[src/ais_pkg.sv]
package ais_pkg;

    localparam int VALUE_W = 32;

    // Commands from the controller to the datapath.
    typedef struct packed {
        logic insert;   // an input request is taken this cycle
        logic shift;    // the head result is taken this cycle
        logic finish;   // the final result of the set is taken this cycle
    } t_cmd;

    // Status from the datapath to the controller.
    typedef struct packed {
        logic last_one; // exactly one element is left in the store
    } t_status;

endpackage

[src/ascending_integer_sorter.sv]
// Loading takes one request per cycle; each element kept is placed in sorted order as it arrives.
// The first result is offered in the cycle after the request flagged last is taken.
// Results then leave one per cycle while the consumer is ready, shifted out of the store head.
// Requests that arrive while the store is full are dropped and set the overflow flag.
// No new set is taken while draining; the input reopens right after the final result.
// Reset (i_rst_n low, synchronous) empties the store and clears the overflow flag.
module ascending_integer_sorter #(
    parameter int CAPACITY = 16
) (
    input  logic                               i_clk,
    input  logic                               i_rst_n,
    // Input channel: one element per request.
    input  logic                               i_valid,
    output logic                               o_ready,
    input  logic signed [ais_pkg::VALUE_W-1:0] i_value,
    input  logic                               i_last,
    // Output channel: one sorted element per request.
    output logic                               o_valid,
    input  logic                               i_ready,
    output logic signed [ais_pkg::VALUE_W-1:0] o_value_res,
    output logic                               o_last_res,
    output logic                               o_overflow
);

    // The controller decides which requests are taken; the datapath holds the
    // sorted store of insertion cells, the fill count and the overflow flag.
    ais_pkg::t_cmd    w_cmd;
    ais_pkg::t_status w_status;

    ais_ctrl u_ctrl (
        .i_clk    (i_clk),
        .i_rst_n  (i_rst_n),
        .i_valid  (i_valid),
        .i_last   (i_last),
        .i_ready  (i_ready),
        .i_status (w_status),
        .o_ready  (o_ready),
        .o_valid  (o_valid),
        .o_cmd    (w_cmd)
    );

    // While collecting, every cell decides in parallel whether it keeps its
    // element, takes its lower neighbor's, or takes the new value. While
    // draining, the store shifts toward cell zero, which drives the result.
    ais_datapath #(
        .CAPACITY (CAPACITY)
    ) u_datapath (
        .i_clk       (i_clk),
        .i_rst_n     (i_rst_n),
        .i_cmd       (w_cmd),
        .i_value     (i_value),
        .o_status    (w_status),
        .o_value_res (o_value_res),
        .o_last_res  (o_last_res),
        .o_overflow  (o_overflow)
    );

endmodule

[src/ais_ctrl.sv]
module ais_ctrl (
    input  logic               i_clk,
    input  logic               i_rst_n,
    input  logic               i_valid,
    input  logic               i_last,
    input  logic               i_ready,
    input  ais_pkg::t_status   i_status,
    output logic               o_ready,
    output logic               o_valid,
    output ais_pkg::t_cmd      o_cmd
);

    typedef enum logic [0:0] {
        S_COLLECT,
        S_DRAIN
    } t_state;

    t_state r_state;
    logic   r_in_ready;
    logic   r_out_valid;
    logic   w_in_take;
    logic   w_out_take;

    assign w_in_take  = i_valid && r_in_ready;
    assign w_out_take = r_out_valid && i_ready;

    assign o_ready      = r_in_ready;
    assign o_valid      = r_out_valid;
    assign o_cmd.insert = w_in_take;
    assign o_cmd.shift  = w_out_take;
    assign o_cmd.finish = w_out_take && i_status.last_one;

    always_ff @(posedge i_clk) begin
        if (!i_rst_n) begin
            r_state     <= S_COLLECT;
            r_in_ready  <= 1'b1;
            r_out_valid <= 1'b0;
        end else begin
            case (r_state)
                S_COLLECT: begin
                    if (w_in_take && i_last) begin
                        r_state     <= S_DRAIN;
                        r_in_ready  <= 1'b0;
                        r_out_valid <= 1'b1;
                    end
                end
                S_DRAIN: begin
                    if (w_out_take && i_status.last_one) begin
                        r_state     <= S_COLLECT;
                        r_in_ready  <= 1'b1;
                        r_out_valid <= 1'b0;
                    end
                end
                default: begin
                    r_state     <= S_COLLECT;
                    r_in_ready  <= 1'b1;
                    r_out_valid <= 1'b0;
                end
            endcase
        end
    end

endmodule

[src/ais_datapath.sv]
module ais_datapath #(
    parameter int CAPACITY = 16
) (
    input  logic                               i_clk,
    input  logic                               i_rst_n,
    input  ais_pkg::t_cmd                      i_cmd,
    input  logic signed [ais_pkg::VALUE_W-1:0] i_value,
    output ais_pkg::t_status                   o_status,
    output logic signed [ais_pkg::VALUE_W-1:0] o_value_res,
    output logic                               o_last_res,
    output logic                               o_overflow
);

    localparam int CW = $clog2(CAPACITY + 1);

    logic signed [ais_pkg::VALUE_W-1:0] r_store [CAPACITY];
    logic signed [ais_pkg::VALUE_W-1:0] n_store [CAPACITY];
    logic [CW-1:0]                      r_count;
    logic                               r_dropped;
    logic [CAPACITY-1:0]                w_gt;
    logic                               w_full;

    assign w_full            = (r_count == CW'(CAPACITY));
    assign o_status.last_one = (r_count == CW'(1));
    assign o_value_res       = r_store[0];
    assign o_last_res        = o_status.last_one;
    assign o_overflow        = r_dropped;

    // Each cell compares its element with the incoming value; the store stays
    // sorted, so the cells holding greater elements form a contiguous tail.
    always_comb begin
        for (int i = 0; i < CAPACITY; i++) begin
            w_gt[i] = (CW'(i) < r_count) && (r_store[i] > i_value);
        end
    end

    always_comb begin
        for (int i = 0; i < CAPACITY; i++) begin
            n_store[i] = r_store[i];
            if (i_cmd.shift) begin
                if (i < CAPACITY - 1) begin
                    n_store[i] = r_store[(i < CAPACITY - 1) ? i + 1 : i];
                end
            end else if (i_cmd.insert && !w_full && (CW'(i) <= r_count)) begin
                if ((i > 0) && w_gt[(i > 0) ? i - 1 : 0]) begin
                    n_store[i] = r_store[(i > 0) ? i - 1 : 0];
                end else if (w_gt[i] || (CW'(i) == r_count)) begin
                    n_store[i] = i_value;
                end
            end
        end
    end

    always_ff @(posedge i_clk) begin
        r_store <= n_store;
    end

    always_ff @(posedge i_clk) begin
        if (!i_rst_n) begin
            r_count   <= '0;
            r_dropped <= 1'b0;
        end else if (i_cmd.shift) begin
            r_count <= r_count - CW'(1);
            if (i_cmd.finish) begin
                r_dropped <= 1'b0;
            end
        end else if (i_cmd.insert) begin
            if (w_full) begin
                r_dropped <= 1'b1;
            end else begin
                r_count <= r_count + CW'(1);
            end
        end
    end

endmodule

[config.mk]
export PLATFORM = sky130hd
export DESIGN_NAME = ascending_integer_sorter
export DESIGN_NICKNAME = d
export VERILOG_FILES = /design/src/ais_pkg.sv /design/src/ascending_integer_sorter.sv /design/src/ais_ctrl.sv /design/src/ais_datapath.sv
export SDC_FILE = /design/constraint.sdc
export NUM_CORES = 2
export LEC_CHECK = 0
export ABC_AREA = 1
export BUFFER_PORTS_ARGS = -buffer_cell sky130_fd_sc_hd__buf_2
export CAP_MARGIN = 20
export CELL_PAD_IN_SITES_DETAIL_PLACEMENT = 0
export CELL_PAD_IN_SITES_GLOBAL_PLACEMENT = 2
export CORE_UTILIZATION = 39
export DETAILED_ROUTE_END_ITERATION = 10
export HOLD_SLACK_MARGIN = 0.06
export PLACE_DENSITY = 0.92
export REMOVE_ABC_BUFFERS = 1
export SETUP_SLACK_MARGIN = 0.15
export SLEW_MARGIN = 20
export SYNTH_ARGS = -nofsm -noshare
export SYNTH_HDL_FRONTEND = slang
export SYNTH_SLANG_ARGS = --single-unit
[constraint.sdc]
create_clock -name i_clk -period 6.1 [get_ports i_clk]
set_input_delay 1.22 -clock i_clk [delete_from_list [all_inputs] [get_ports i_clk]]
set_output_delay 1.22 -clock i_clk [all_outputs]
set_load 0.02 [all_outputs]
==> qor.yml <==
outcome:
  outcome: "completed"
detailed_routing:
  routed-via-count: 39900
  drt_iter0_drc: 4017
  antenna_left: 0
  wire_per_inst_um: 22.5
  drc_errors: 0
  firstDrtPassIters: 6
  wirelength_um: 159000
  via_per_inst: 5.64
setup_path:
  end_kind: "flip-flop"
  critPathRequiredTime_ns: 6.35
  cp.arrival_ns: 4.65
  r2r_slack_ns: 2.45
  startpoint_type: "input pin"
  worstPathMaxFanout: 33
  r2r_cells: 6
  critPathKind: "input pin to flip-flop"
  r2r-start: "u_ctrl.o_valid"
  r2r-end: "u_datapath.r_store[331]"
logic_synthesis:
  syn_inst: 5698
  yosysWarnings: 0
  netlist_area_um2: 42600
  synth_cell_types: 43
  synth_ff_type: "edfxtp_1"
  synth_most_common_cell: "nand2_1"
  ys_seq_area_share_pct: 36.5
  synth_area_leaders: "edfxtp_1 (36%), nand2_1 (18%), ha_1 (15%)"
  synth.avg_cell_area_um2: 7.48
  synth_common_cells: "nand2_1 (1999), inv_1 (654), nand3_1 (548), ha_1 (517), edfxtp_1 (512)"
  async_flop_share_pct: 0
  ys_ff_latch: 521
  synth_edf_count: 512
  synth.largest_area_cell: "edfxtp_1"
  yosysTopAreaCellShare_pct: 36.1
sta:
  setup_tns_ns: 0
  setup_viol: 0
  skew_ns: 0.0332
  final-hold-violation-count: 0
  final_max_slew_viol_count: 0
  fmax_mhz: 228
  min_period_over_period_pct: 72.1
  tightest_slew_ns: 1.18
  rsz0062_at_grt: "false"
  slew_headroom_pct: 21.6
  period_minus_slack_ns: 4.40
die:
  die_area_um2: 111000
  die_w_um: 333
  io_pins: 73
  die-height_um: 333
  core_um2: 108000
  initial_utilization_pct: 39.6
  core.rowCount: 120
worst_hold_path:
  hold_path_end: "u_ctrl.o_ready"
  worstHoldPathType: "flip-flop to flip-flop"
  holdPathStages: 2
  hold_start: "u_ctrl.r_state"
cts:
  clk_latency_ns: 0.64
  htreeDepth: 3
  cts-root-buf: "clkbuf_16"
  cts_resized: 0
  clk_pin_slew_ns: 0.06
  post_cts_buffers: 0
  cts_hold_buf: 0
  clock_sinks: 521
  cts_buffer_depth: 3
  numCtsBuffers: 66
  cts_tree: "built"
pwr:
  p_sw_uw: 3740
  p_int_uw: 7250
  p_comb_share_pct: 23.7
  vdd_drop_max_mv: 0.192
  swShare_pct: 34.1
  p_seq_share_pct: 40.6
  powerDensity_nw_per_um2: 237
  p_clk_share_pct: 35.6
  leakagePower_uw: 0.0227
place:
  gp_congestion: 0.921
  numPortBuffers: 72
  dpl-instance-area_um2: 44300
  hpwl_um: 115000
global_routing:
  grt_max_degree: 204
  antenna_found_initial: 3
  track_usage_pct: 28.0
  grt_pass1_wl_um: 236000
  grt-ovfl-total: 0
  grt_pass1_vias: 37800
final_layout:
  area_delta_synth_final_pct: 8.80
  fin_area_um2: 46400
  layout.nets: 6186
  drive_above_1_share_pct: 6.60
  fill_cells: 11100
  diodes: 0
job:
  maxCapViolCount: 0
[cell families (layout without fill, tap and decap cells)]
logic type | count (synthesis) | after routing | synth area share, %
AO/OA/AOI/OAI | 416 | 416 | 5.40
adder cells (fa/ha/maj) | 517 | 517 | 15.2
buffers and inverters | 1014 | 994 | 9.75
flip-flops | 521 | 521 | 36.5
AND/OR/NAND/NOR | 3230 | 3230 | 33.2
[how the worst max path moves through the flow]
| stage | cells after the start | slack (ns) | start | endpoint |
|---|---|---|---|---|
| 2_1_floorplan | 4 | -16.86 | i_ready | u_datapath.r_store[224] |
| 3_3_place_gp | 16 | 1.28 | i_value[12] | u_datapath.r_store[307] |
| 3_5_place_dp | 16 | 1.22 | i_value[12] | u_datapath.r_store[316] |
| 4_1_cts | 16 | 1.85 | i_value[12] | u_datapath.r_store[317] |
| 5_1_grt | 16 | 1.55 | i_value[12] | u_datapath.r_store[66] |
| 6_report | 16 | 1.70 | i_value[12] | u_datapath.r_store[289] |
[metal layers]
layer / track usage [%] / share of wire, % / wire [um] / up-vias
li1: - / - / - / 19100
met1: 38.0 / 44 / 69300 / 19000
met2: 45.2 / 46 / 72700 / 1492
met3: 4.00 / 7.1 / 11200 / 321
met4: 10.2 / 3.7 / 5820 / 0
met5: 0 / 0 / 0 / -
[registers in the layout, summed over array words and instances (netlist names)]
| register | cells |
|---|---|
| u_ctrl.o_ready | 1 |
| u_ctrl.o_valid | 1 |
| u_ctrl.r_state | 1 |
| u_datapath.o_overflow | 1 |
| u_datapath.o_value_res | 32 |
| u_datapath.r_count | 5 |
| u_datapath.r_store | 480 |
[critical path: stages]
cell	delay, ns
buf_2	0.17
clkinv_1	0.60
buf_4	0.41
ha_1	0.28
nand4_1	0.13
nor3_1	0.32
nand2_1	0.09
nand2_1	0.07
nand2_1	0.08
nand3_2	0.07
buf_4	0.34
nand3_2	0.17
nand2_1	0.10
nand2_1	0.05
nand3_1	0.06
buf_4	0.45
[through the flow]
step	power, uW	setup slack [ns]	std cells	hold slack (ns)	utilization [%]
3_5_place_dp	7100	1.22	6967	0.523	41.2
2_1_floorplan	6190	-16.86	5350	0.488	-
4_1_cts	11000	1.85	7081	0.535	43.1
3_3_place_gp	7040	1.28	6967	0.517	41.2
6_report	11000	1.70	7081	0.539	43.1
5_1_grt	11500	1.55	7081	0.570	43.1
[cell type report]
cell class / count / area (um^2) / share of cell area (%)
Multi-Input combinational cell: 4163 / 23000 / 49.5
Sequential cell: 521 / 15600 / 33.5
Inverter: 666 / 2510 / 5.41
Tap cell: 1403 / 1760 / 3.78
Clock buffer: 80 / 1740 / 3.74
Timing Repair Buffer: 214 / 1550 / 3.34
Clock inverter: 34 / 320 / 0.690
[cells in the final DEF (no fill, tap or decap), types with 9 or more instances in the layout]
master,Yosys,final
o21ai_1,32,32
buf_12,0,10
clkinv_2,0,9
nand3_1,548,548
a21oi_1,237,234
nand4_1,448,448
ha_1,517,517
buf_4,38,132
nand3_2,14,14
dfxtp_1,9,9
nor3_1,20,20
nor2_1,186,185
inv_2,10,17
clkbuf_16,0,67
buf_2,82,72
clkinv_1,1,26
a21o_1,19,19
o21ai_0,85,84
o21a_1,19,19
clkbuf_1,153,12
inv_1,654,629
edfxtp_1,512,512
nand2_1,1999,1998
[power groups by stage]
stage / combinational (uW) / sequential, uW / clock [uW]
after global routing: 2910 / 4480 / 4100
after detailed placement: 2560 / 4540 / 0
after global placement: 2510 / 4540 / 0
final: 2610 / 4470 / 3920
after CTS: 2570 / 4460 / 3970
after floorplan: 1710 / 4480 / 0
(Power assumes the default switching activity.)
